$ cat config.mk
export PLATFORM = sky130hd
export DESIGN_NAME = led_matrix_column_scanner
export DESIGN_NICKNAME = d
export VERILOG_FILES = /design/src/lmcs_pkg.sv /design/src/led_matrix_column_scanner.sv /design/src/lmcs_scan_core.sv /design/src/lmcs_skid.sv
export SDC_FILE = /design/constraint.sdc
export NUM_CORES = 1
export LEC_CHECK = 0
export CAP_MARGIN = 20
export CORE_ASPECT_RATIO = 1.4
export CORE_MARGIN = 2
export CORE_UTILIZATION = 35
export CTS_BUF_LIST = sky130_fd_sc_hd__clkbuf_4
export CTS_CLUSTER_SIZE = 14
export DETAILED_ROUTE_END_ITERATION = 8
export DONT_BUFFER_PORTS = 1
export GPL_TIMING_DRIVEN = 0
export SYNTH_ARGS = -nofsm -noshare
export SYNTH_HDL_FRONTEND = slang
export SYNTH_SLANG_ARGS = --single-unit
export TNS_END_PERCENT = 30
$ cat constraint.sdc
create_clock -name clock -period 3.9 [get_ports clock]
set_clock_uncertainty 0.15 [all_clocks]
set_input_delay 0.195 -clock clock [delete_from_list [all_inputs] [get_ports clock]]
set_output_delay 0.195 -clock clock [all_outputs]
set_load 0.1 [all_outputs]
$ cat src/lmcs_pkg.sv
`timescale 1ns / 1ps
// Shared constants, types and helpers for the LED matrix column scanner.
// No dependencies; used by the top, the scan core and the bench.
package lmcs_pkg;

   // Default geometry of the matrix and of the PWM cycle
   localparam int COLUMNS_DEFAULT       = 22;
   localparam int PWM_LAST_SLOT_DEFAULT = 5;

   // Fixed field widths
   localparam int COLUMN_FIELD_W = 5;
   localparam int ROW_W          = 8;
   localparam int BRIGHTNESS_W   = 3;
   localparam int REQ_TDATA_W    = 16;

   // Register reset value and row mask
   localparam logic [BRIGHTNESS_W-1:0] BRIGHTNESS_RESET = 3'd5;
   localparam logic [ROW_W-1:0]        ROW_KEEP_MASK    = 8'h80;

   // Item kinds carried in tuser
   typedef enum logic {
      KIND_TICK  = 1'b0,
      KIND_WRITE = 1'b1
   } kind_type;

   // One request beat, unpacked from the stream ports
   typedef struct packed {
      kind_type                  kind;
      logic [COLUMN_FIELD_W-1:0] column;
      logic [ROW_W-1:0]          pixels;
      logic                      mirror_switch;
   } req_beat_type;

   // Reverse bits 0..6, bit 7 of the result is zero
   function automatic logic [ROW_W-1:0] reverse_low7(input logic [ROW_W-1:0] value);
      logic [ROW_W-1:0] result;
      result = '0;
      for (int b = 0; b < 7; b++) begin
         result[6 - b] = value[b];
      end
      return result;
   endfunction

endpackage

$ cat src/led_matrix_column_scanner.sv
`timescale 1ns / 1ps
// LED matrix column scanner: one beat in per cycle while req_tready is high, one
// result beat out per beat in. A refresh tick steps the PWM slot; at the last slot
// one column is lit (active low) with its frame buffer byte, mirrored on request;
// at the slot equal to brightness the display is blanked. A write beat stores one
// column byte. Each accepted beat yields exactly one result beat holding the drive
// lines after it, registered in the output buffer; the scan logic takes a new beat
// every cycle that req_tready is high and a two-entry output buffer keeps req_tready
// high for one beat while a result waits. The frame buffer is cleared at reset.
// The user must write brightness through csr_ while the block is idle; not enforced.
module led_matrix_column_scanner #(
   parameter int COLUMNS       = lmcs_pkg::COLUMNS_DEFAULT,
   parameter int PWM_LAST_SLOT = lmcs_pkg::PWM_LAST_SLOT_DEFAULT,
   localparam int RSP_W        = COLUMNS + lmcs_pkg::ROW_W + 1,
   localparam int RSP_TDATA_W  = ((RSP_W + 7) / 8) * 8
) (
   input  logic                              clock,
   input  logic                              reset,
   input  logic                              req_tvalid,
   output logic                              req_tready,
   // [4:0] column, [12:5] pixels, [13] mirror_switch, [15:14] zero
   input  logic [lmcs_pkg::REQ_TDATA_W-1:0]  req_tdata,
   // [0] kind
   input  logic                              req_tuser,
   output logic                              rsp_tvalid,
   input  logic                              rsp_tready,
   // [COLUMNS-1:0] column_drive_n, then row_data (8), frame_done, zero fill
   output logic [RSP_TDATA_W-1:0]            rsp_tdata,
   input  logic                              csr_valid,
   output logic                              csr_ready,
   input  logic [lmcs_pkg::BRIGHTNESS_W-1:0] csr_data
);

   lmcs_pkg::req_beat_type     beat;
   logic                       beat_accept;
   logic [COLUMNS-1:0]         next_drive_n;
   logic [lmcs_pkg::ROW_W-1:0] next_row;
   logic                       next_done;
   logic [RSP_W-1:0]           rsp_result;

   // Unpack the request beat
   always_comb begin
      beat.kind          = lmcs_pkg::kind_type'(req_tuser);
      beat.column        = req_tdata[4:0];
      beat.pixels        = req_tdata[12:5];
      beat.mirror_switch = req_tdata[13];
   end

   assign beat_accept = req_tvalid && req_tready;
   assign csr_ready   = 1'b1;

   lmcs_scan_core #(
      .COLUMNS       (COLUMNS),
      .PWM_LAST_SLOT (PWM_LAST_SLOT)
   ) u_core (
      .clock        (clock),
      .reset        (reset),
      .beat_accept  (beat_accept),
      .beat         (beat),
      .csr_write    (csr_valid && csr_ready),
      .csr_value    (csr_data),
      .next_drive_n (next_drive_n),
      .next_row     (next_row),
      .next_done    (next_done)
   );

   lmcs_skid #(
      .DATA_W (RSP_W)
   ) u_skid (
      .clock     (clock),
      .reset     (reset),
      .in_valid  (beat_accept),
      .in_ready  (req_tready),
      .in_data   ({next_done, next_row, next_drive_n}),
      .out_valid (rsp_tvalid),
      .out_ready (rsp_tready),
      .out_data  (rsp_result)
   );

   assign rsp_tdata = RSP_TDATA_W'(rsp_result);

endmodule

$ cat src/lmcs_scan_core.sv
`timescale 1ns / 1ps
// Scan state, frame buffer and brightness register of the column scanner.
// Depends on lmcs_pkg; produces the drive lines after each accepted beat.
module lmcs_scan_core #(
   parameter int COLUMNS       = lmcs_pkg::COLUMNS_DEFAULT,
   parameter int PWM_LAST_SLOT = lmcs_pkg::PWM_LAST_SLOT_DEFAULT
) (
   input  logic                              clock,
   input  logic                              reset,
   input  logic                              beat_accept,
   input  lmcs_pkg::req_beat_type            beat,
   input  logic                              csr_write,
   input  logic [lmcs_pkg::BRIGHTNESS_W-1:0] csr_value,
   output logic [COLUMNS-1:0]                next_drive_n,
   output logic [lmcs_pkg::ROW_W-1:0]        next_row,
   output logic                              next_done
);

   localparam int SCAN_W = $clog2(COLUMNS);
   localparam int SLOT_W = $clog2(PWM_LAST_SLOT + 1);
   localparam int CMP_W  = (SLOT_W > lmcs_pkg::BRIGHTNESS_W) ? SLOT_W : lmcs_pkg::BRIGHTNESS_W;
   localparam int COLCMP_W = lmcs_pkg::COLUMN_FIELD_W + 1;

   logic [lmcs_pkg::ROW_W-1:0]        fb_ff [COLUMNS];
   logic [SCAN_W-1:0]                 scan_ff, scan_in;
   logic [SLOT_W-1:0]                 slot_ff, slot_in;
   logic                              mirrored_ff, mirrored_in;
   logic                              seen_ff, seen_in;
   logic [COLUMNS-1:0]                col_ff, col_in;
   logic [lmcs_pkg::ROW_W-1:0]        row_ff, row_in;
   logic [lmcs_pkg::BRIGHTNESS_W-1:0] bright_ff;

   logic                              is_tick;
   logic                              write_ok;
   logic [SCAN_W-1:0]                 lit;
   logic [lmcs_pkg::ROW_W-1:0]        px;

   assign is_tick  = beat_accept && (beat.kind == lmcs_pkg::KIND_TICK);
   assign write_ok = beat_accept && (beat.kind == lmcs_pkg::KIND_WRITE) &&
                     ({1'b0, beat.column} < COLCMP_W'(COLUMNS));
   assign px       = fb_ff[scan_ff];

   // Work out the scan state after a tick
   always_comb begin
      scan_in     = scan_ff;
      slot_in     = slot_ff;
      mirrored_in = mirrored_ff;
      seen_in     = seen_ff;
      col_in      = col_ff;
      row_in      = row_ff;
      lit         = mirrored_ff ? scan_ff : SCAN_W'(COLUMNS - 1) - scan_ff;
      if (is_tick) begin
         if (slot_ff != SLOT_W'(PWM_LAST_SLOT)) begin
            // early slot: blank when the duty cycle runs out
            if (CMP_W'(slot_ff) == CMP_W'(bright_ff)) begin
               col_in = '1;
               row_in = row_ff & lmcs_pkg::ROW_KEEP_MASK;
            end
            slot_in = slot_ff + SLOT_W'(1);
         end else begin
            // last slot: light the next column
            slot_in = '0;
            for (int i = 0; i < COLUMNS; i++) begin
               col_in[i] = (SCAN_W'(i) != lit);
            end
            row_in = mirrored_ff ? lmcs_pkg::reverse_low7(px) : px;
            if (scan_ff == SCAN_W'(COLUMNS - 1)) begin
               scan_in     = '0;
               mirrored_in = beat.mirror_switch;
               seen_in     = 1'b1;
            end else begin
               scan_in = scan_ff + SCAN_W'(1);
            end
         end
      end
   end

   // Hold scan state and brightness
   always_ff @(posedge clock) begin
      if (reset) begin
         scan_ff     <= '0;
         slot_ff     <= '0;
         mirrored_ff <= 1'b0;
         seen_ff     <= 1'b0;
         col_ff      <= '1;
         row_ff      <= '0;
         bright_ff   <= lmcs_pkg::BRIGHTNESS_RESET;
      end else begin
         scan_ff     <= scan_in;
         slot_ff     <= slot_in;
         mirrored_ff <= mirrored_in;
         seen_ff     <= seen_in;
         col_ff      <= col_in;
         row_ff      <= row_in;
         if (csr_write) begin
            bright_ff <= csr_value;
         end
      end
   end

   // Store column bytes; the buffer is cleared at reset
   always_ff @(posedge clock) begin
      if (reset) begin
         for (int i = 0; i < COLUMNS; i++) begin
            fb_ff[i] <= '0;
         end
      end else if (write_ok) begin
         fb_ff[SCAN_W'(beat.column)] <= beat.pixels;
      end
   end

   assign next_drive_n = col_in;
   assign next_row     = row_in;
   assign next_done    = seen_in;

   a_one_column_lit : assert property (@(posedge clock) disable iff (reset)
      $countones(~col_ff) <= 1)
      else $error("more than one column driven low");

   a_slot_range : assert property (@(posedge clock) disable iff (reset)
      slot_ff <= SLOT_W'(PWM_LAST_SLOT))
      else $error("pwm slot out of range");

   a_scan_range : assert property (@(posedge clock) disable iff (reset)
      scan_ff <= SCAN_W'(COLUMNS - 1))
      else $error("scan column out of range");

endmodule

$ cat src/lmcs_skid.sv
`timescale 1ns / 1ps
// Two-entry output buffer: result register plus skid register.
// Depends on nothing; ready toward the core comes straight from a flop.
module lmcs_skid #(
   parameter int DATA_W = 31
) (
   input  logic              clock,
   input  logic              reset,
   input  logic              in_valid,
   output logic              in_ready,
   input  logic [DATA_W-1:0] in_data,
   output logic              out_valid,
   input  logic              out_ready,
   output logic [DATA_W-1:0] out_data
);

   logic              main_valid_ff;
   logic [DATA_W-1:0] main_ff;
   logic              skid_valid_ff;
   logic [DATA_W-1:0] skid_ff;
   logic              push;
   logic              main_free;

   assign in_ready  = !skid_valid_ff;
   assign push      = in_valid && in_ready;
   assign main_free = !main_valid_ff || out_ready;

   // Advance the result register, park a beat in the skid when stalled
   always_ff @(posedge clock) begin
      if (reset) begin
         main_valid_ff <= 1'b0;
         skid_valid_ff <= 1'b0;
      end else if (main_free) begin
         if (skid_valid_ff) begin
            main_valid_ff <= 1'b1;
            skid_valid_ff <= 1'b0;
         end else begin
            main_valid_ff <= push;
         end
      end else if (push) begin
         skid_valid_ff <= 1'b1;
      end
   end

   always_ff @(posedge clock) begin
      if (main_free) begin
         main_ff <= skid_valid_ff ? skid_ff : in_data;
      end else if (push) begin
         skid_ff <= in_data;
      end
   end

   assign out_valid = main_valid_ff;
   assign out_data  = main_ff;

   a_skid_behind_main : assert property (@(posedge clock) disable iff (reset)
      skid_valid_ff |-> main_valid_ff)
      else $error("skid holds a beat while the result register is empty");

   a_skid_drains : assert property (@(posedge clock) disable iff (reset)
      skid_valid_ff && out_ready |=> main_valid_ff && !skid_valid_ff)
      else $error("skid beat not moved forward");

endmodule

==> results.json, run 1 <==
{
  "die_h_um": 255,
  "synth_seq_cells": 368,
  "clk_pin_slew_worst_paths_ps": 60,
  "avgSynthCellArea_sq_um": 14.5,
  "synth_area_sq_um": 15800,
  "grt_max_degree": 35,
  "cts-root-buf": "clkbuf_4",
  "wire_per_inst_um": 20.8,
  "async_flop_share": 0,
  "initial_core_util": 0.352,
  "num_vias": 9556,
  "ys_types": 55,
  "grt_pass1_wl_mm": 59.2,
  "ctsResizeCount": 0,
  "hold_viol_final": 0,
  "nNetsFinal": 1321,
  "drc": 0,
  "relSlewSlack": 0.348,
  "clk_latency_ps": 810,
  "n_fill_cell": 4170,
  "worst_pin_slew_ps": 977,
  "grt_pass1_vias": 9981,
  "power_density_nw_per_um2": 451,
  "synth_edf_count": 318,
  "crit_path_cell_trace": "buf_4 > nor2_1 > clkbuf_1 > a22oi_1 > a21oi_1 > nor4_1 > nand2_1 > a41oi_1",
  "critPathArrivalTime_ps": 4140,
  "endpoint_kind": "flop",
  "num_rows": 92,
  "vias_per_cell": 4.96,
  "ys.flop_type": "edfxtp_1",
  "cp.required_ps": 4360,
  "vdd_ir_drop_max_mv": 0.174,
  "cts_setup_buffers": 0,
  "cap_violations": 0,
  "max_freq_mhz": 271,
  "area_delta_synth_final_pct": 16.2,
  "outcome": "finished clean",
  "antenna_found_initial": 1,
  "reg2regPathDepth": 8,
  "layout_min_cycle_time_ps": 3690,
  "leakagePower_nw": 6.19,
  "clock_sink_count": 368,
  "ant_nets": 0,
  "ctsHoldBuffers": 29,
  "period_share": 0.945,
  "syn_inst": 1088,
  "crit_type": "flop to flop",
  "ys_seq_area_frac": 0.668,
  "critPathBufInv": 2,
  "hold_path_class": "input pin to flop",
  "layout_commonest_cell": "edfxtp_1",
  "r2r_slack_ps": 210,
  "drive_gt1_frac": 0.179,
  "routed_wl_mm": 40.1,
  "dp_hpwl_mm": 26.9,
  "num_io_pins": 60,
  "grt_setup_unrepaired": "no",
  "timing.final.ws_setup_ps": 214,
  "fin_hold_ws_ps": 74.4,
  "cts_buffers": 93,
  "critPathMaxFanout": 10,
  "finalSetupTns_ps": 0,
  "dieArea_sq_um": 46800,
  "setup_viol": 0,
  "cts_tree": "done",
  "start_kind": "flop",
  "final_cell_mix": "edfxtp_1, and2_1, clkbuf_4",
  "ys_warn_count": 0,
  "grt_use_total": 0.175,
  "report.final.slew_viol_count": 0,
  "cp_slowest_stage_delay_ps": 790,
  "htreeDepth": 3,
  "fin_util": 0.409,
  "r2r_end": "u_skid.out_data[27]",
  "dr.pass1.iters": 5,
  "numPortBuffers": 0,
  "critPathTopFamily": "simple AND/OR/NAND/NOR gates",
  "post-place-ws_ps": 367,
  "clk_path_buf_depth": 3,
  "die_w_um": 183,
  "grt_overflow_total": 0,
  "critical_path.endpoint": "u_skid.out_data[27]",
  "drtIter0Drc": 729,
  "globalplace.congestion": 0.902,
  "core_area_sq_um": 44800,
  "crit_cells": 8,
  "cp_slowest_cell": "nor4_1"
}
[stage by stage]
stage          instance area, sq um  power, mW  cells
2_1_floorplan                 16100       4.80   1168
3_3_place_gp                  16800       4.90   1732
3_5_place_dp                  16800       4.91   1732
4_1_cts                       18300       8.35   1925
5_1_grt                       18300       8.58   1926
6_report                      18300       8.27   1926
[where the power goes]
group          switching (mW)  leakage (nW)  total [mW]  internal [mW]
sequential              0.103          3.34        4.55           4.45
combinational           0.221          2.13       0.317         0.0968
clock                    1.55         0.725        3.40           1.85
[metal layers]
metal,GRT usage,part of all wire,vias up,wire length (um)
met1,0.195,0.38,4712,15400
met5,0,0,-,0
met3,0.0356,0.059,94,2380
li1,-,-,4411,-
met2,0.313,0.52,339,20700
met4,0.0955,0.041,0,1660
[worst reg2reg max path, delay by kind of cell, from the launching register on]
kind,cells,cell delay [ps]
AND/OR/NAND/NOR,3,1240
buffers and inverters,2,770
flip-flops,1,550
AO/OA/AOI/OAI,3,800
[cell families (layout without fill, tap and decap cells)]
logic type	Yosys count	count (layout)	share of synthesized area
and+or+nand+nor	356	356	0.130
adders and majority gates	4	4	0.00317
muxes	145	145	0.107
AOI/OAI and AO/OA	131	131	0.0589
xor gates and xnor gates	12	12	0.00666
other	2	83	0.000476
buffers and inverters	70	263	0.0248
DFF	368	368	0.668
[state kept, by name (all words and copies together), names as in the netlist, named ones only]
register,count
u_core.bright_ff,3
u_core.col_ff,22
u_core.fb_ff,256
u_core.mirrored_ff,1
u_core.row_ff,8
u_core.scan_ff,5
u_core.seen_ff,1
u_core.slot_ff,3
u_skid.out_data,31
u_skid.out_valid,1
u_skid.skid_ff,31
u_skid.skid_valid_ff,1
[cells in the mapped netlist (all sizes together) (3+ instances only)]
cell	n	area, sq um
edfxtp	318	9550
and2	179	1120
mux2i	102	1020
a22oi	50	375
dfxtp	50	1000
nor2	47	181
or2	44	275
clkbuf	41	154
nand2	41	154
a21oi	30	150
mux2	28	319
buf	23	215
o22a	20	175
mux4	15	357
nand2b	10	62.6
nand3	9	45.0
nor2b	8	50.1
a31oi	7	43.8
xor2	7	61.3
inv	6	22.5
nor4	6	43.8
o21ai	6	30.0
xnor2	5	43.8
a41oi	4	35.0
ha	4	50.1
o22ai	4	25.0
nor3b	3	33.8
[worst min path at each step]
stage	startpoint	to	depth (start not counted)
floorplan	req_tdata[5]	u_core.fb_ff[22][0]	0
global placement	req_tdata[9]	u_core.fb_ff[22][4]	0
detailed placement	req_tdata[7]	u_core.fb_ff[28][2]	0
CTS	req_tdata[1]	u_core.fb_ff[18][2]	3
global route	req_tdata[1]	u_core.fb_ff[18][5]	3
finish	req_tdata[1]	u_core.fb_ff[18][3]	3
[layout make-up]
| class | instances | area, sq um | share of cell area |
|---|---|---|---|
| plain buffers | 64 | 370 | 0.0202 |
| clock buffers | 135 | 1010 | 0.0553 |
| clock inverters | 29 | 226 | 0.0124 |
| multi-input cells | 730 | 5150 | 0.281 |
| repair buffers | 29 | 290 | 0.0158 |
| flip-flops and latches | 368 | 10600 | 0.575 |
| inverters | 6 | 22.5 | 0.00123 |
| diodes | 1 | 2.50 | 0.000136 |
| well taps | 564 | 706 | 0.0385 |
(Power assumes the default switching activity.)
==> run 2, diff against run 1 <==
- BUFFER_PORTS_ARGS: unset -> -buffer_cell sky130_fd_sc_hd__clkbuf_2
- CORE_ASPECT_RATIO: 1.4 -> unset
- DONT_BUFFER_PORTS: 1 -> unset
==> run 2 against run 1 <==
Via count increased by 1.8%. Largest cell class unchanged. Sequential power is 1% lower. Sequential share of layout area down 0.81 points. Combinational power increased by 18%. Clock power hardly changed. Register-to-register slack improved by 140 ps. Critical path type unchanged. Critical path depth increased by 1. Fmax is 3.9% higher. Utilization up 0.93 points. Cell area increased by 1.4%. Wire length shrank 5.6%.
==> results.json, run 2 (same netlist as run 1, synthesis figures left out) <==
{
  "min_from": "req_tdata[4]",
  "vias_per_cell": 4.84,
  "crit_path_cell_trace": "buf_4 > nor2_1 > clkbuf_1 > a22oi_1 > a21oi_1 > nor4_1 > buf_2 > a22oi_1 > a31oi_1",
  "antenna_found_initial": 2,
  "globalplace.congestion": 0.867,
  "drtIter0Drc": 753,
  "wire_per_inst_um": 18.9,
  "cp_slowest_cell": "nor2_1",
  "final_cell_mix": "edfxtp_1, and2_1, clkbuf_4",
  "num_io_pins": 60,
  "outcome": "finished clean",
  "crit_type": "flop to flop",
  "area_delta_synth_final_pct": 17.8,
  "grt_setup_unrepaired": "no",
  "power_density_nw_per_um2": 444,
  "cap_violations": 0,
  "num_rows": 77,
  "crit_top_cell": "a22oi_1",
  "dp_hpwl_mm": 25.3,
  "hold_viol_final": 0,
  "dr.pass1.iters": 5,
  "die_h_um": 216,
  "ant_nets": 0,
  "drc": 0,
  "grt_max_degree": 35,
  "critPathArrivalTime_ps": 3860,
  "finalSetupTns_ps": 0,
  "layout_commonest_cell": "edfxtp_1",
  "grt_pass1_wl_mm": 57.1,
  "clock_sink_count": 368,
  "endpoint_kind": "flop",
  "hold_path_class": "input pin to flop",
  "initial_core_util": 0.355,
  "report.final.slew_viol_count": 0,
  "core_area_sq_um": 44400,
  "die_w_um": 216,
  "cp.required_ps": 4210,
  "cp_slowest_stage_delay_ps": 710,
  "reg2regPathDepth": 9,
  "r2r_end": "u_skid.out_data[22]",
  "n_fill_cell": 4075,
  "nNetsFinal": 1372,
  "clk_path_buf_depth": 3,
  "post-place-ws_ps": 318,
  "dieArea_sq_um": 46800,
  "fin_cells": 2010,
  "period_share": 0.910,
  "leakagePower_nw": 6.40,
  "critical_path.endpoint": "u_skid.out_data[22]",
  "max_freq_mhz": 282,
  "timing.final.ws_setup_ps": 352,
  "grt_overflow_total": 0,
  "placedCellCount": 1815,
  "vdd_ir_drop_max_mv": 0.165,
  "start_kind": "flop",
  "drive_gt1_frac": 0.223,
  "cts_buffers": 95,
  "cts_tree": "done",
  "worst_pin_slew_ps": 931,
  "grt_use_total": 0.163,
  "cts_setup_buffers": 0,
  "cts-root-buf": "clkbuf_4",
  "relSlewSlack": 0.378,
  "critPathMaxFanout": 10,
  "largest_reg_flops": 256,
  "grt_pass1_vias": 9788,
  "clk_latency_ps": 790,
  "num_vias": 9724,
  "numPortBuffers": 55,
  "htreeDepth": 3,
  "routed_wl_mm": 37.9,
  "r2r_slack_ps": 350,
  "setup_viol": 0,
  "clk_pin_slew_worst_paths_ps": 70,
  "top_register": "u_core.fb_ff",
  "layout_min_cycle_time_ps": 3550
}
-- run 2: critical path: cells and delay by family, from the launching register on --
kind	cells	cell delay (ps)
simple gates	2	780
flops	1	400
compound gates	4	890
buf+inv	3	1010
-- run 2: power breakdown --
| group | total [mW] | internal, mW | switching [mW] | leakage [nW] |
|---|---|---|---|---|
| logic | 0.374 | 0.105 | 0.269 | 2.31 |
| registers | 4.50 | 4.45 | 0.0511 | 3.34 |
| clock network | 3.39 | 1.84 | 1.55 | 0.751 |
| total | 8.26 | 6.39 | 1.87 | 6.40 |
-- run 2: worst min path at each step --
stage               cells past startpoint  slack [ps]                   to
floorplan                               0         140  u_core.fb_ff[22][0]
global placement                        2         250  u_core.bright_ff[2]
detailed placement                      2         260  u_core.bright_ff[2]
CTS                                     4          10  u_core.fb_ff[21][1]
global route                            4          70  u_core.fb_ff[21][4]
finish                                  4          80  u_core.fb_ff[21][2]
-- run 2: what timing repair did --
item	in CTS	in global routing
endpoints found under the hold margin	157	0
setup endpoints to repair	0	1
resized for setup	0	1
hold buffers	22	0
-- run 2: cell type report --
type,count,area [sq um],area share
repair buffers,78,500,0.0269
flip-flops and latches,368,10600,0.567
multi-input cells,730,5160,0.277
diodes,3,7.51,0.000404
inverters,6,22.5,0.00121
clock buffers,154,1160,0.0622
plain buffers,64,369,0.0198
well taps,592,741,0.0398
clock inverters,15,91.3,0.00491
-- run 2: through the flow --
stage	util	instance area [sq um]	hold slack (ps)	power [mW]
floorplan	-	16100	144	4.80
global placement	0.385	17100	254	4.93
detailed placement	0.385	17100	255	4.94
CTS	0.418	18600	11.6	8.35
global route	0.419	18600	72.6	8.58
finish	0.419	18600	81.5	8.26
-- run 2: routing by layer --
| layer | part of all wire | global-route usage | wire [um] | vias up |
|---|---|---|---|---|
| met2 | 0.46 | 0.257 | 17300 | 381 |
| met1 | 0.44 | 0.219 | 16500 | 4726 |
| met5 | 0 | 0.00729 | 0 | - |
| met4 | 0.025 | 0.0578 | 948 | 0 |
| met3 | 0.082 | 0.0420 | 3120 | 72 |
| li1 | - | - | - | 4545 |
==> run 3, diff against run 2 <==
- BUFFER_PORTS_ARGS: -buffer_cell sky130_fd_sc_hd__clkbuf_2 -> -buffer_cell sky130_fd_sc_hd__buf_2
==> run 3 against run 2 <==
Non-clock buffer count grew 3. First-iteration DRC count is 9.7% higher. Critical path depth is 1 lower.
==> results.json, run 3 (same netlist as run 1, synthesis figures left out) <==
{
  "outcome": "finished clean",
  "htreeDepth": 3,
  "max_freq_mhz": 279,
  "top_register": "u_core.fb_ff",
  "grt_overflow_total": 0,
  "grt_setup_unrepaired": "no",
  "r2r_slack_ps": 320,
  "wire_per_inst_um": 19.0,
  "cp_slowest_cell": "nor4_1",
  "final_cell_mix": "edfxtp_1, and2_1, clkbuf_4",
  "crit_type": "flop to flop",
  "leakagePower_nw": 6.40,
  "numPortBuffers": 55,
  "core_area_sq_um": 44400,
  "dr.pass1.iters": 5,
  "nNetsFinal": 1378,
  "drive_gt1_frac": 0.222,
  "clock_sink_count": 368,
  "finalSetupTns_ps": 0,
  "num_rows": 77,
  "cts_buffers": 98,
  "drtIter0Drc": 826,
  "num_io_pins": 60,
  "period_share": 0.918,
  "ant_nets": 0,
  "num_vias": 9765,
  "n_fill_cell": 4093,
  "cap_violations": 0,
  "relSlewSlack": 0.358,
  "report.final.slew_viol_count": 0,
  "area_delta_synth_final_pct": 18.3,
  "globalplace.congestion": 0.873,
  "die_h_um": 216,
  "critPathMaxFanout": 10,
  "clk_path_buf_depth": 3,
  "clk_latency_ps": 800,
  "setup_viol": 0,
  "cp_slowest_stage_delay_ps": 760,
  "largest_reg_flops": 256,
  "cts_tree": "done",
  "routed_wl_mm": 38.4,
  "worst_pin_slew_ps": 953,
  "start_kind": "flop",
  "grt_pass1_wl_mm": 58.2,
  "clk_pin_slew_worst_paths_ps": 60,
  "endpoint_kind": "flop",
  "dieArea_sq_um": 46800,
  "crit_path_cell_trace": "buf_4 > nor2_1 > clkbuf_1 > a22oi_1 > a21oi_1 > nor4_1 > nand2_1 > a41oi_1",
  "grt_pass1_vias": 9895,
  "placedCellCount": 1815,
  "cts-root-buf": "clkbuf_4",
  "cp.required_ps": 4330,
  "hold_viol_final": 0,
  "critPathArrivalTime_ps": 4010,
  "hold_path_class": "input pin to flop",
  "finalPower_mw": 8.36,
  "fin_cells": 2023,
  "initial_core_util": 0.355,
  "die_w_um": 216,
  "grt_max_degree": 35,
  "layout_min_cycle_time_ps": 3580,
  "dp_hpwl_mm": 25.6,
  "vias_per_cell": 4.83,
  "antenna_found_initial": 2,
  "drc": 0,
  "layout_commonest_cell": "edfxtp_1",
  "vdd_ir_drop_max_mv": 0.180,
  "grt_use_total": 0.165,
  "power_density_nw_per_um2": 448
}
==> run 3: path summary, 6_finish.rpt <==
path / from / endpoint / depth (start not counted)
worst max-delay path: flop / u_skid.out_data[26] / 8
worst min-delay path: req_tdata[4] / u_core.fb_ff[21][0] / 4
worst min register to register: u_core.row_ff[4] / u_core.row_ff[4] / 2
worst max register to register: flop / u_skid.out_data[26] / 8
==> run 3: critical path: cells and delay by family, from the launching register on <==
kind	cells	cell delay [ps]
simple gates	3	1190
buf+inv	2	720
compound gates	3	800
flops	1	510
==> run 3: final cells by class <==
cell class	count	area, sq um	share of cell area
Clock buffer	157	1180	0.0631
Multi-Input combinational cell	730	5150	0.276
Timing Repair Buffer	81	531	0.0284
Sequential cell	368	10600	0.565
Antenna cell	2	5.00	0.000268
Tap cell	592	741	0.0397
Inverter	6	22.5	0.00121
Buffer	64	369	0.0198
Clock inverter	23	121	0.00650
==> run 3: power breakdown <==
group	internal (mW)	switching, mW
Combinational	0.107	0.268
Clock	1.88	1.60
Sequential	4.45	0.0526
==> run 3: timing repair <==
action | CTS | global route
gates resized for setup | 0 | 0
buffers inserted | 0 | 0
hold endpoints to repair | 168 | 0
hold buffers | 25 | 0
==> run 3: per-layer routing <==
layer | GRT usage | up-vias | share of wire
li1 | - | 4562 | -
met1 | 0.216 | 4764 | 0.44
met2 | 0.265 | 347 | 0.47
met3 | 0.0415 | 92 | 0.066
met4 | 0.0639 | 0 | 0.027
met5 | 0 | - | 0
==> run 3: metrics by stage <==
| stage | setup slack, ps | hold WS, ps | utilization | instance area (sq um) |
|---|---|---|---|---|
| after floorplan | 438 | 144 | - | 16100 |
| after global placement | 389 | 253 | 0.385 | 17100 |
| after detailed placement | 329 | 256 | 0.385 | 17100 |
| after CTS | 304 | 10.2 | 0.420 | 18700 |
| after global routing | 165 | 56.4 | 0.420 | 18700 |
| final | 318 | 112 | 0.420 | 18700 |
